## config.mk

```make
export PLATFORM = sky130hd
export DESIGN_NAME = bwb_out_queue
export DESIGN_NICKNAME = d
export VERILOG_FILES = /design/src/hdl/bwb_pkg.sv /design/src/hdl/bwb_out_queue.sv
export SDC_FILE = /design/constraint.sdc
export NUM_CORES = 1
export LEC_CHECK = 0
export BUFFER_PORTS_ARGS = -buffer_cell sky130_fd_sc_hd__buf_2
export CORE_ASPECT_RATIO = 2
export CORE_UTILIZATION = 30
export CTS_CLUSTER_DIAMETER = 50
export CTS_CLUSTER_SIZE = 28
export DETAILED_ROUTE_END_ITERATION = 12
export PLACE_DENSITY = 0.59
export SKIP_LAST_GASP = 1
export SLEW_MARGIN = 0
export SYNTH_ARGS = -nofsm -noshare
export SYNTH_HDL_FRONTEND = slang
export SYNTH_SLANG_ARGS = --single-unit
```

## constraint.sdc

```tcl
create_clock -name i_clk -period 7.46 [get_ports i_clk]
set_input_delay 1.492 -clock i_clk [delete_from_list [all_inputs] [get_ports i_clk]]
set_output_delay 1.492 -clock i_clk [all_outputs]
set_load 0.005 [all_outputs]
```

## src/hdl/bwb_pkg.sv

```systemverilog
// ----------------------------------------------------------------------------
// bwb_pkg
// Shared types and constants of the binary window bond extractor.
// ----------------------------------------------------------------------------
package bwb_pkg;

    localparam int ROW_BITS = 12;
    localparam int DOT_BITS = 25;
    localparam logic [DOT_BITS-1:0] DOT_MAX = {DOT_BITS{1'b1}};
    localparam logic [12:0] ROW_LIMIT = 13'd4096;

    typedef struct packed {
        logic                frame_end;
        logic [DOT_BITS-1:0] dot_total;
        logic                isolated_dot;
        logic [3:0]          bond_value;
        logic [7:0]          neighbour_byte;
        logic                centre_bit;
        logic [11:0]         column_index;
        logic [ROW_BITS-1:0] row_index;
    } t_result;

endpackage

```

## src/hdl/bwb_out_queue.sv

```systemverilog
// ----------------------------------------------------------------------------
// bwb_out_queue
// Four-entry result queue; takes up to two results a cycle, gives one while i_ready.
// ----------------------------------------------------------------------------
module bwb_out_queue (
    input  logic             i_clk,
    input  logic             i_rst_n,
    input  logic [1:0]       i_push_n,
    input  bwb_pkg::t_result i_item0,
    input  bwb_pkg::t_result i_item1,
    output logic             o_valid,
    input  logic             i_ready,
    output bwb_pkg::t_result o_item,
    output logic [2:0]       o_free
);

    import bwb_pkg::*;

    localparam int QD  = 4;
    localparam int QAW = $clog2(QD);

    t_result          r_mem [QD];
    logic [QAW-1:0]   r_wr_ptr;
    logic [QAW-1:0]   r_rd_ptr;
    logic [QAW:0]     r_count;
    logic [QAW-1:0]   wr_next;
    logic             pop;

    assign o_valid = (r_count != '0);
    assign o_item  = r_mem[r_rd_ptr];
    assign o_free  = 3'(QD) - 3'(r_count);
    assign pop     = o_valid && i_ready;
    assign wr_next = r_wr_ptr + QAW'(1);

    always_ff @(posedge i_clk) begin
        if (i_push_n != 2'd0) begin
            r_mem[r_wr_ptr] <= i_item0;
        end
        if (i_push_n == 2'd2) begin
            r_mem[wr_next] <= i_item1;
        end
    end

    always_ff @(posedge i_clk) begin
        if (!i_rst_n) begin
            r_wr_ptr <= '0;
            r_rd_ptr <= '0;
            r_count  <= '0;
        end else begin
            r_wr_ptr <= r_wr_ptr + QAW'(i_push_n);
            if (pop) begin
                r_rd_ptr <= r_rd_ptr + QAW'(1);
            end
            r_count <= r_count + (QAW+1)'(i_push_n) - (QAW+1)'(pop);
        end
    end

endmodule
```

==> metrics.md <==
| Metric | Value |
|---|---|
| Via count of the first global-routing pass | approximately 8,000 |
| Router iterations before antenna repair | 4 |
| Critical-path maximum fanout | 35 |
| Pin slew with the least headroom to its limit | 1170 ps |
| Type of the tightest min-delay check | reg2reg |
| Post-DR vias/cell | 4.92 |
| Largest net degree at the start of global routing | 66 |
| Number of distinct library cell variants in the gate-level netlist after synthesis | 25 |
| Placement Rows | 106 |
| Worst hold margin | between 500 and 600 ps |
| Worst skew pair latency | 520 ps |
| Peak supply drop | 0.141 mV |
| Post-synthesis cell count | around 670 |
| Floorplan die area | ~43,000 sq um |
| Number of enable flip-flop cells after synthesis | 256 |
| CP max stage delay | 800 ps |
| CTS tree | done |
| DIE HEIGHT | ~300 um |
| Number of buffers added for setup after CTS | 0 |
| Critical path cell sequence | buf_4, mux4_2, buf_2 |
| Worst setup EP type | output pin |
| Yosys reg bits | 265 |
| Dominant register cell in the synthesized netlist | sky130_fd_sc_hd__edfxtp_1 |
| Final worst path period share | 0.593 |
| Setup repair after global routing missed its margin | false |
| Slew headroom | 0.223 |
| Async set-or-reset flop fraction in the synthesized netlist | 0 |
| Total of hold buffers inserted after clock tree synthesis | 0 |
| Cell with the most instances after synthesis | sky130_fd_sc_hd__edfxtp_1 |
| Worst Clk Skew | 16.7 ps |
| Total DRC errors in the routed layout | 0 |
| Leading cell types by total area after synthesis | sky130_fd_sc_hd__edfxtp_1 (60%), sky130_fd_sc_hd__mux2_2 (22%), sky130_fd_sc_hd__mux4_2 (11%), sky130_fd_sc_hd__dfxtp_1 (1.4%), sky130_fd_sc_hd__buf_2 (0.98%) |
| Remaining antenna violation count after routing | 0 |
| Wire length of the first global-routing pass | approximately 49,000 um |
| Synth-to-Final Area Change | 17.6% |
| Cell accounting for the most synthesized area | sky130_fd_sc_hd__edfxtp_1 |
| Sequential-to-total area share from yosys stat | 0.616 |
| Total Power | 4.04 mW |
| H-tree depth reported by CTS | 1 |
| Pwr dens | 269 nW/um^2 |
| Final hold viol count | 0 |
| Kind of critical path | reg2out |
| Starting density of the core | 0.305 |
| Fraction of final layout cells sized beyond drive strength 1 | 0.651 |
| Io pins | 201 |
| Inserted Clock Buffers | 19 |
| Synth top cells by count | sky130_fd_sc_hd__edfxtp_1 (256), sky130_fd_sc_hd__mux2_2 (251), sky130_fd_sc_hd__mux4_2 (64) |
| All-layer global routing usage | 0.154 |
| Weighted congestion at the end of routability-driven global placement | between 0.7 and 0.8 |
| Standard cell with the maximum stage delay on the critical path | sky130_fd_sc_hd__dfxtp_4 |
| Drt wl/cell | 23.2 um |
| Clk Tree Root Cell | sky130_fd_sc_hd__clkbuf_16 |
| Die span in x | approximately 150 um |
| Final global-route overflow total | 0 |
| Resized cells post-CTS | 0 |
| Clock transition at the registers of the reported paths | ~80 ps |
| Critical path data required time | approximately 6000 ps |
| Min Tclk post-route | 4420 ps |
| Core area | 41,900 sq um |
| Startpoint type of the worst setup path | register |
| Buffer depth of the longest clock path | 3 |
| Number of antenna violations at the first check in global routing | 7 |
| Post-synthesis instance area | 12,800 sq um |
| Final nets | 1,002 |
| Drt initial violations | 301 |
| Maximum frequency from static timing analysis | 226 MHz |
| Worst path arrival time | a little under 3000 ps |
| Run status | finished, final reports clean |
| Total Negative Setup Slacks | 0 ps |
| Number of sinks driven by the clock tree | 265 |
| Max-slew violation count | 0 |
| Reported leakage power | 5.13 nW |
| Port Buffers | 200 |
| Total setup violations reported at the end of the flow | 0 |
| Fraction of synthesized cell area taken by the top area cell type | 0.602 |
| Total number of vias | 6,976 |
| Detailed placement HPWL | between 15,000 and 20,000 um |
| Final WL | around 33,000 um |
| Number of max-cap violations | 0 |
| Avg Synthesized Cell Area | 19.0 sq um |
| Number of nets in the synthesized netlist | between 800 and 900 |
| Number of warnings issued by yosys | 0 |
[power by group]
group	switching, mW	internal, mW	total, mW
Combinational	0.468	0.508	0.976
Sequential	0.0842	1.82	1.91
Clock	0.586	0.575	1.16
[layer usage]
| layer | part of all wire | vias up | wire (um) | track usage |
|---|---|---|---|---|
| li1 | - | 3116 | - | - |
| met1 | 0.37 | 3644 | 12200 | 0.167 |
| met2 | 0.56 | 161 | 18400 | 0.296 |
| met3 | 0.044 | 47 | 1440 | 0.0253 |
| met4 | 0.023 | 8 | 749 | 0.0526 |
| met5 | 0.0016 | - | 52 | 0 |
[cell usage in the layout (no fill, tap or decap), types with 2 or more instances in the layout]
cell                        Yosys  final
sky130_fd_sc_hd__and3b_4        0      2
sky130_fd_sc_hd__inv_12         0      4
sky130_fd_sc_hd__and2_1         8      8
sky130_fd_sc_hd__diode_2        0      4
sky130_fd_sc_hd__nor2b_1        3      2
sky130_fd_sc_hd__mux2_1         5      5
sky130_fd_sc_hd__buf_2         25    200
sky130_fd_sc_hd__mux2_2       251    251
sky130_fd_sc_hd__dfxtp_4        0      2
sky130_fd_sc_hd__inv_8          0      2
sky130_fd_sc_hd__ha_1           6      6
sky130_fd_sc_hd__edfxtp_1     256    256
sky130_fd_sc_hd__buf_4          4     12
sky130_fd_sc_hd__inv_1          9      9
sky130_fd_sc_hd__clkbuf_16      0     19
sky130_fd_sc_hd__xnor2_1        5      5
sky130_fd_sc_hd__bufinv_16      0      2
sky130_fd_sc_hd__dfxtp_1        9      7
sky130_fd_sc_hd__mux4_2        64     64
sky130_fd_sc_hd__nor2_1         3      2
sky130_fd_sc_hd__inv_6          0      4
[cell families after synthesis]
kind of cell	after synthesis	synth area share
DFF	265	0.616
muxes	320	0.338
and+or+nand+nor	19	0.0103
buffers and inverters	52	0.0224
xor gates and xnor gates	6	0.00411
AOI/OAI and AO/OA	3	0.00157
adders and majority gates	7	0.00744
[critical path, delay by kind of cell, from the launching register on]
| family | cells | cell delay [ps] |
|---|---|---|
| buffers and inverters | 2 | 920 |
| flip-flops | 1 | 800 |
| multiplexers | 1 | 650 |
[cell type report]
type	count	area (sq um)
sequential	265	7880
clock buffer	20	479
multi-input combinational	355	4680
inverter	9	33.8
timing repair buffer	212	1090
antenna	4	10.0
fill	4034	26900
tap	540	676
clock inverter	13	188
[state kept, by name, indices dropped and copies added, names as in the netlist, named ones only]
name and flops:
r_count 3, r_rd_ptr 2, r_mem 256, r_wr_ptr 2
[per-stage QoR]
step | std cells | worst slack [ps] | cell area [sq um] | utilization
3_5_place_dp | 1381 | 3290 | 14400 | 0.343
4_1_cts | 1414 | 2870 | 15000 | 0.358
3_3_place_gp | 1381 | 3310 | 14400 | 0.343
5_1_grt | 1417 | 2780 | 15000 | 0.359
2_1_floorplan | 672 | 614 | 12800 | -
6_report | 1418 | 3040 | 15000 | 0.359
[final timing paths]
check                           start                endpoint  slack [ps]  depth (start not counted)
min          r_rd_ptr[1]$_SDFFE_PN0P_                register         580                          2
max                          register              o_item[12]        3040                          3
min reg2reg  r_rd_ptr[1]$_SDFFE_PN0P_                register         580                          2
max reg2reg    r_wr_ptr[0]$_SDFF_PN0_  r_mem[3][14]$_DFFE_PP_        4720                          3
Power figures use the tool's default switching activity.
