## src/hdl/bwb_pkg.sv

```systemverilog
// ----------------------------------------------------------------------------
// bwb_pkg
// Shared types and constants of the binary window bond extractor.
// ----------------------------------------------------------------------------
package bwb_pkg;

    localparam int ROW_BITS = 12;
    localparam int DOT_BITS = 25;
    localparam logic [DOT_BITS-1:0] DOT_MAX = {DOT_BITS{1'b1}};
    localparam logic [12:0] ROW_LIMIT = 13'd4096;

    typedef struct packed {
        logic                frame_end;
        logic [DOT_BITS-1:0] dot_total;
        logic                isolated_dot;
        logic [3:0]          bond_value;
        logic [7:0]          neighbour_byte;
        logic                centre_bit;
        logic [11:0]         column_index;
        logic [ROW_BITS-1:0] row_index;
    } t_result;

endpackage

```

## src/hdl/bwb_window.sv

```systemverilog
// ----------------------------------------------------------------------------
// bwb_window
// Builds one result from three window columns (bit0 up, bit1 middle,
// bit2 down): neighbour byte, bond, isolated-dot flag, saturating dot count.
// ----------------------------------------------------------------------------
module bwb_window (
    input  logic [2:0]                      i_left,
    input  logic [2:0]                      i_centre,
    input  logic [2:0]                      i_right,
    input  logic [bwb_pkg::ROW_BITS-1:0]    i_row,
    input  logic [11:0]                     i_col,
    input  logic                            i_frame_end,
    input  logic [bwb_pkg::DOT_BITS-1:0]    i_dot,
    output bwb_pkg::t_result                o_result,
    output logic [bwb_pkg::DOT_BITS-1:0]    o_dot
);

    import bwb_pkg::*;

    function automatic logic [7:0] pack_neighbours(input logic [2:0] lc,
                                                   input logic [2:0] cc,
                                                   input logic [2:0] rc);
        return {rc[2], cc[2], lc[2], lc[1], lc[0], cc[0], rc[0], rc[1]};
    endfunction

    function automatic logic [3:0] bond_of(input logic [7:0] nb);
        logic [3:0] edges;
        logic [3:0] diags;
        edges = 4'(nb[0]) + 4'(nb[2]) + 4'(nb[4]) + 4'(nb[6]);
        diags = 4'(nb[1]) + 4'(nb[3]) + 4'(nb[5]) + 4'(nb[7]);
        return {edges[2:0], 1'b0} + diags;
    endfunction

    logic [7:0] nb;
    logic       iso;

    assign nb  = pack_neighbours(i_left, i_centre, i_right);
    assign iso = i_centre[1] && (nb == 8'd0);
    assign o_dot = (iso && (i_dot != DOT_MAX)) ? i_dot + DOT_BITS'(1) : i_dot;

    always_comb begin
        o_result.frame_end      = i_frame_end;
        o_result.dot_total      = o_dot;
        o_result.isolated_dot   = iso;
        o_result.bond_value     = bond_of(nb);
        o_result.neighbour_byte = nb;
        o_result.centre_bit     = i_centre[1];
        o_result.column_index   = i_col;
        o_result.row_index      = i_row;
    end

endmodule

```

## config.mk

```make
export PLATFORM = sky130hd
export DESIGN_NAME = bwb_window
export DESIGN_NICKNAME = d
export VERILOG_FILES = /design/src/hdl/bwb_pkg.sv /design/src/hdl/bwb_window.sv
export SDC_FILE = /design/constraint.sdc
export NUM_CORES = 1
export LEC_CHECK = 0
export BUFFER_PORTS_ARGS = -buffer_cell sky130_fd_sc_hd__buf_2
export CAP_MARGIN = 10
export CORE_ASPECT_RATIO = 0.5
export CORE_MARGIN = 4
export CORE_UTILIZATION = 35
export DETAILED_ROUTE_END_ITERATION = 10
export MAX_ROUTING_LAYER = met4
export PLACE_DENSITY = 0.88
export SYNTH_ARGS = -nofsm -noshare
export SYNTH_HDL_FRONTEND = slang
export SYNTH_SLANG_ARGS = --single-unit
```

## constraint.sdc

```tcl
create_clock -name vclk -period 3
set_input_delay 0.6 -clock vclk [all_inputs]
set_output_delay 0.6 -clock vclk [all_outputs]
set_load 0.05 [all_outputs]
```

==> results.txt, run 1 <==
* Run status: complete, no violations
* FF+latch area: 0 um2
* Antenna-violating nets left: 0
* Gr ovfl total: 0
* Crit path required time: 2.40 ns
* Largest net degree at the start of global routing: 7
* Wire length of the first global-routing pass: 5980 um
* Worst setup path startpoint: i_right[1]
- The number of antenna violations at the first check in global routing is 0.
* Net count reported at finish: 286
- The post-route netlist has 75.1% of its cells at a drive strength greater than 1.
- CP endpoint kind: output pin
* Ant diodes: 0
- In this run the mean area of a mapped cell was 7.82 um2.
* Leading area contributor after synthesis: sky130_fd_sc_hd__buf_4
- Core area: approximately 3200 um2
- The slowest stage of the critical path is the sky130_fd_sc_hd__fa_1 cell.
- The floorplan step set the die height to 50.2 um.
* Min Tclk post-route: between 2 and 3 ns
- Cell with the most instances after synthesis: sky130_fd_sc_hd__buf_4
* Relative slew slack: 72.0%
- Worst slack, placed: -0.137 ns
- Least-Margin Pin Slew: 0.416 ns
- Total Die Area: 4630 um2
- The worst path meets setup with about 0.027 ns of slack.
- Final design area excluding fillers: 2080 um2
* Detail-routed net length per standard cell: 16.3 um
- Reported max-cap violation count: 0
* Number of input and output port buffers inserted: 98
* # DRC: 0
- In the synthesized netlist, the number of instances is between 150 and 200.
- Delay contributed by the slowest stage of the critical path: 0.48 ns
- Critical path buffer and inverter count: 4
- In the finished layout, the clock tree contains a buffer count of 0.
* Initial drt markers: 37
* Via-per-instance ratio: 4.94
- Across every metal layer, demand over resource in global routing totals 16.0%.
- The worst-case IR drop observed on VDD is 0.115 mV.
- Summed negative setup slack over all endpoints: 0 ns
- Net count of the mapped netlist: 226
- Summing every instance area after synthesis gives 1240 um2.
- Dominant cells by area after synthesis: sky130_fd_sc_hd__buf_4 36%, sky130_fd_sc_hd__xnor2_1 14%, sky130_fd_sc_hd__nand3_1 5.2%, sky130_fd_sc_hd__ha_1 5.0%, sky130_fd_sc_hd__fa_1 4.8%
* Synth top area share: 36.2%
- After detailed placement, the total cell area comes to 1860 um2.
* Most repeated library cell on the critical path: sky130_fd_sc_hd__inv_1
- The count of endpoints failing hold in the final timing report came to 0.
- Detailed placement finished with a half-perimeter wire length of 3610 um.
- After synthesis, the most frequently instantiated cells are 60 x sky130_fd_sc_hd__buf_4, 20 x sky130_fd_sc_hd__xnor2_1, 13 x sky130_fd_sc_hd__nand3_1, 11 x sky130_fd_sc_hd__nand2_1.
- Die boundary width: between 90 and 100 um
* Highest clock rate: 336 MHz
- There are 0 flip-flops and latches.
- Via count of the first global-routing pass: about 1,300
* Warning count from the yosys run: 0
* Startpoint-to-endpoint class of the critical path: in -> out
* Chain of cells forming the critical path: buf_8 -> fa_1 -> ha_1 -> inv_1 -> fa_2 -> inv_1 -> buf_2
* Via count of the routed design: 1,308
- After synthesis, the netlist uses 30 different library cells.
- Buffers inserted to repair hold after CTS numbered 0.
- Number of fill cells in the layout: roughly 250
- Sequential area share after synthesis: 0%
* Detailed Routing Iterations Pass 1: 4
* Number of failing setup endpoints in the final timing report: 0
- Fin crit share: 99.1%
* Unrepaired setup endpoints after global routing: true
- In this run the static leakage power is about 0.00098 uW.
* Power per cell area: around 240 nW/um2
* Startpoint class of the critical path: input port
* Area grow syn2layout: 67.3%
* Area occupied by multi-input gates: 1200 um2
* Class of the most critical hold timing path: in -> out
- Global placement routability congestion: 0.805
- Total wire length after detailed routing: 4320 um
- STA puts the critical path data arrival time at 2.37 ns.
* Initial Utilization: 39.0%
* Count of standard-cell rows: 14
- Kind of cell with the highest combined delay on the critical path: adder cells
- For this design the top-level I/O count stands at approximately 150.
* Count of pins over their slew limit: 0
- The worst hold path begins at i_col[0].
* Largest fanout of any net on the critical path: 2
## where the power goes
part / switching, uW / internal [uW] / total (uW)
clock: 0 / 0 / 0
sequential: 0 / 0 / 0
combinational: 325 / 167 / 492
total: 325 / 167 / 492
## cell families (layout without fill, tap and decap cells)
group / count (synthesis) / in the layout / synth area share, %
muxes: 2 / 2 / 1.81
AOI/OAI and AO/OA: 7 / 7 / 7.85
adders and majority gates: 8 / 8 / 9.86
and+or+nand+nor: 51 / 51 / 24.6
xor gates and xnor gates: 24 / 24 / 16.9
buffers and inverters: 67 / 125 / 38.9
## worst paths after layout
path              cells after the start  slack [ns]      endpoint
setup / recovery                      7        0.03  o_result[34]
hold / removal                        0        1.20  o_result[12]
## layout make-up
cell class	instances	area share, %
Timing Repair Buffer	119	38.4
Multi-Input combinational cell	92	57.7
Inverter	6	1.08
Tap cell	48	2.89
## cells in the final DEF (no fill, tap or decap)
cell	n
sky130_fd_sc_hd__and2_1	1
sky130_fd_sc_hd__buf_2	62
sky130_fd_sc_hd__clkbuf_4	12
sky130_fd_sc_hd__nand3_1	9
sky130_fd_sc_hd__nor4b_4	1
sky130_fd_sc_hd__nor2_1	5
sky130_fd_sc_hd__nand4_2	1
sky130_fd_sc_hd__a311oi_2	1
sky130_fd_sc_hd__nor2_4	1
sky130_fd_sc_hd__buf_8	1
sky130_fd_sc_hd__inv_1	6
sky130_fd_sc_hd__a21o_1	1
sky130_fd_sc_hd__fa_2	1
sky130_fd_sc_hd__a311oi_4	1
sky130_fd_sc_hd__buf_6	14
sky130_fd_sc_hd__and4_1	3
sky130_fd_sc_hd__mux2_1	2
sky130_fd_sc_hd__ha_1	5
sky130_fd_sc_hd__buf_4	30
sky130_fd_sc_hd__and3_1	1
sky130_fd_sc_hd__nand2_2	1
sky130_fd_sc_hd__xor2_2	4
sky130_fd_sc_hd__a211oi_4	1
sky130_fd_sc_hd__xnor2_4	18
sky130_fd_sc_hd__nand4_1	6
sky130_fd_sc_hd__nor3_2	1
sky130_fd_sc_hd__a31oi_4	1
sky130_fd_sc_hd__fa_1	2
sky130_fd_sc_hd__nor4_2	1
sky130_fd_sc_hd__a41o_1	1
sky130_fd_sc_hd__and4_4	1
sky130_fd_sc_hd__nand3_2	5
sky130_fd_sc_hd__o21ai_0	1
sky130_fd_sc_hd__nand2_1	10
sky130_fd_sc_hd__and3_4	3
sky130_fd_sc_hd__nor3_1	1
sky130_fd_sc_hd__xnor2_2	2
## metrics by stage
| stage | total power (uW) | hold slack (ns) | utilization, % | std cells |
|---|---|---|---|---|
| CTS | 462 | 1.20 | 59.2 | 264 |
| floorplan | 444 | 1.32 | - | 159 |
| global placement | 440 | 1.20 | 58.3 | 263 |
| detailed placement | 450 | 1.20 | 58.3 | 263 |
| finish | 492 | 1.20 | 65.3 | 265 |
| global route | 513 | 1.20 | 65.3 | 265 |
## layer usage
metal | track usage, % | vias up | share of wire [%]
met2 | 34.0 | 67 | 58
met4 | 4.19 | 0 | 3.3
met1 | 15.0 | 619 | 32
li1 | - | 598 | -
met5 | - | - | 0
met3 | 2.54 | 24 | 6.7
## repair_timing
| action | in CTS | in global routing |
|---|---|---|
| pin swaps | 1 | 13 |
| gates cloned | 0 | 0 |
| setup endpoints to repair | 10 | 45 |
| resized for setup | 8 | 72 |
| buffers inserted | 1 | 1 |
No activity file was read; power rests on OpenSTA's default activity.
==> inputs of run 2 (changes only) <==
--- a/config.mk
+++ b/config.mk
@@ -7,7 +7,6 @@
 export LEC_CHECK = 0
 export BUFFER_PORTS_ARGS = -buffer_cell sky130_fd_sc_hd__buf_2
 export CAP_MARGIN = 10
-export CORE_ASPECT_RATIO = 0.5
 export CORE_MARGIN = 4
 export CORE_UTILIZATION = 35
 export DETAILED_ROUTE_END_ITERATION = 10
==> run 2 against run 1 <==
  * Utilization is 9.0 points lower
  * Sequential cell count stayed put
  * Sequential share of layout area stayed put
  * Maximum frequency is 0.29% higher
  * Final area is 8.3% lower
  * Critical path type unchanged
  * Critical endpoint unchanged
  * Largest cell class unchanged
==> results.txt, run 2 (synthesis gave the netlist of run 1 again) <==
* Run status: complete, no violations
- Initial drt markers: 17
- Total Die Area: roughly 4600 um2
- Dividing the detail-routed via count by the number of cells gives 4.69.
- Final-layout clock buffer total: 0
- Clk pwr share: 0%
- Power per cell area: around 240 nW/um2
- Comb power frac: between 90% and 100%
- Initial antenna violation count: 0
- The first global-routing pass estimated 4740 um of wire.
- Via count of the first global-routing pass: 1,103
- Setup bufs post-CTS: 0
* Detailed Routing Iterations Pass 1: 4
* Flop pwr share: 0%
- Net switching is 67.4% of the power.
- Number of failing setup endpoints in the final timing report: 0
* Fraction of final layout cells with drive strength greater than 1: 71.4%
* Final design area excluding fillers: 1910 um2
- # DRC: 0
- Fin crit share: 98.8%
- Detailed Place HPWL: between 3000 and 4000 um
- The total overflow left after global routing is 0.
- The internal portion of the total power is 151 uW.
* Initial Utilization: 36.7%
- Area grow syn2layout: 53.4%
- Number of top-level pins: 148
- DIE HEIGHT: 67.6 um
- From left edge to right edge, the die measures 67.6 um.
* Summed negative setup slack over all endpoints: 0 ns
* Total wire length after detailed routing: 3260 um
- Crit path arrival time: 2.36 ns
* FF+latch area: 0 um2
- The floorplan has 21 rows.
* Relative slew slack: between 70% and 80%
* Min Tclk post-route: 2.96 ns
- Via count of the routed design: 1,216
- Startpoint class of the critical path: input port
* Power spent charging and discharging nets: 312 uW
- Min-Delay Startpoint: i_row[9]
* Reported max-cap violation count: 0
* Num sequential: 0
- CP endpoint kind: output pin
- Entering global routing, the biggest net connects 9 pins.
- Commonest non-fill, non-tap cells in the layout: 80 x sky130_fd_sc_hd__buf_2, 21 x sky130_fd_sc_hd__buf_4, 18 x sky130_fd_sc_hd__xnor2_4
- Number of fill cells in the layout: 291
* Largest fanout of any net on the critical path: 2
* Crit path required time: 2.40 ns
- Global placement routability congestion: ~0.84
- Class of the most critical hold timing path: in -> out
- All-layer global routing usage: 13.5%
- IR analysis of the VDD net gives a maximum drop of 0.110 mV.
- Port buffering added 98 buffers.
- After floorplanning, the core was sized to cover 3390 um2.
- Startpoint-to-endpoint class of the critical path: in -> out
- Least-Margin Pin Slew: 0.352 ns
- Most frequent standard cell in the layout excluding fill and tap cells: sky130_fd_sc_hd__buf_2
- At the end of the flow, the number of nets in the layout was around 280.
* Cell area reported after detailed placement: between 1500 and 2000 um2
* Worst setup path startpoint: i_left[1]
- Highest clock rate: between 300 and 400 MHz
- The repair_antennas step left the layout with diodes totalling 0.
- Leak: 0.000928 uW
* Detail-routed net length per standard cell: 12.6 um
- Setup repair after global routing could not meet its margin everywhere.
- The detail route stage leaves a number of antenna-violating nets equal to 0.
* Count of pins over their slew limit: 0
- The count of endpoints failing hold in the final timing report is 0.
[run 2: cell types whose count changed in the layout (fill, tap and decap cells not counted), sizes merged]
cell	before	now
buf	107	105
clkbuf	12	10
[run 2: worst paths after layout]
| path | to | depth (start not counted) | slack [ns] |
|---|---|---|---|
| min | o_result[9] | 0 | 1.20 |
| max | o_result[34] | 7 | 0.04 |
[run 2: power groups by stage]
stage / Clock [uW] / Sequential (uW) / Combinational (uW)
after floorplan: 0 / 0 / 444
after global placement: 0 / 0 / 439
after detailed placement: 0 / 0 / 445
after CTS: 0 / 0 / 456
after global routing: 0 / 0 / 484
final: 0 / 0 / 463
[run 2: area by class of cell]
| class | instances | area (um2) | share of cell area (%) |
|---|---|---|---|
| Tap cell | 46 | 57.6 | 3.02 |
| Inverter | 6 | 22.5 | 1.18 |
| Timing Repair Buffer | 115 | 678 | 35.5 |
| Multi-Input combinational cell | 92 | 1150 | 60.3 |
[run 2: what timing repair did]
| item | CTS | global route |
|---|---|---|
| gates resized for setup | 4 | 26 |
| endpoints found under the hold margin | 0 | 0 |
| pin swaps | 0 | 3 |
| hold buffers | 0 | 0 |
| endpoints found under the setup margin | 2 | 17 |
[run 2: layer usage]
| metal | routed length (um) | track usage [%] | up-vias |
|---|---|---|---|
| met4 | 57 | 1.77 | 0 |
| met1 | 1100 | 13.9 | 550 |
| met2 | 1810 | 26.9 | 65 |
| li1 | - | - | 591 |
| met5 | 0 | - | - |
| met3 | 299 | 2.16 | 10 |
[run 2: stage by stage]
stage               setup slack [ns]  std cells  hold WS [ns]  power [uW]  utilization, %
global placement              -0.103        259          1.20         439            54.3
CTS                          0.00448        259          1.20         456            54.6
finish                        0.0354        259          1.20         463            56.3
floorplan                     -0.185        159          1.32         444               -
global route                 -0.0186        259          1.20         484            56.3
detailed placement            -0.155        259          1.20         445            54.3
[run 2: worst max-delay path: stages]
cell	delay [ns]
sky130_fd_sc_hd__buf_2	0.12
sky130_fd_sc_hd__fa_1	0.48
sky130_fd_sc_hd__ha_1	0.32
sky130_fd_sc_hd__inv_1	0.07
sky130_fd_sc_hd__fa_2	0.55
sky130_fd_sc_hd__inv_1	0.03
sky130_fd_sc_hd__buf_2	0.20
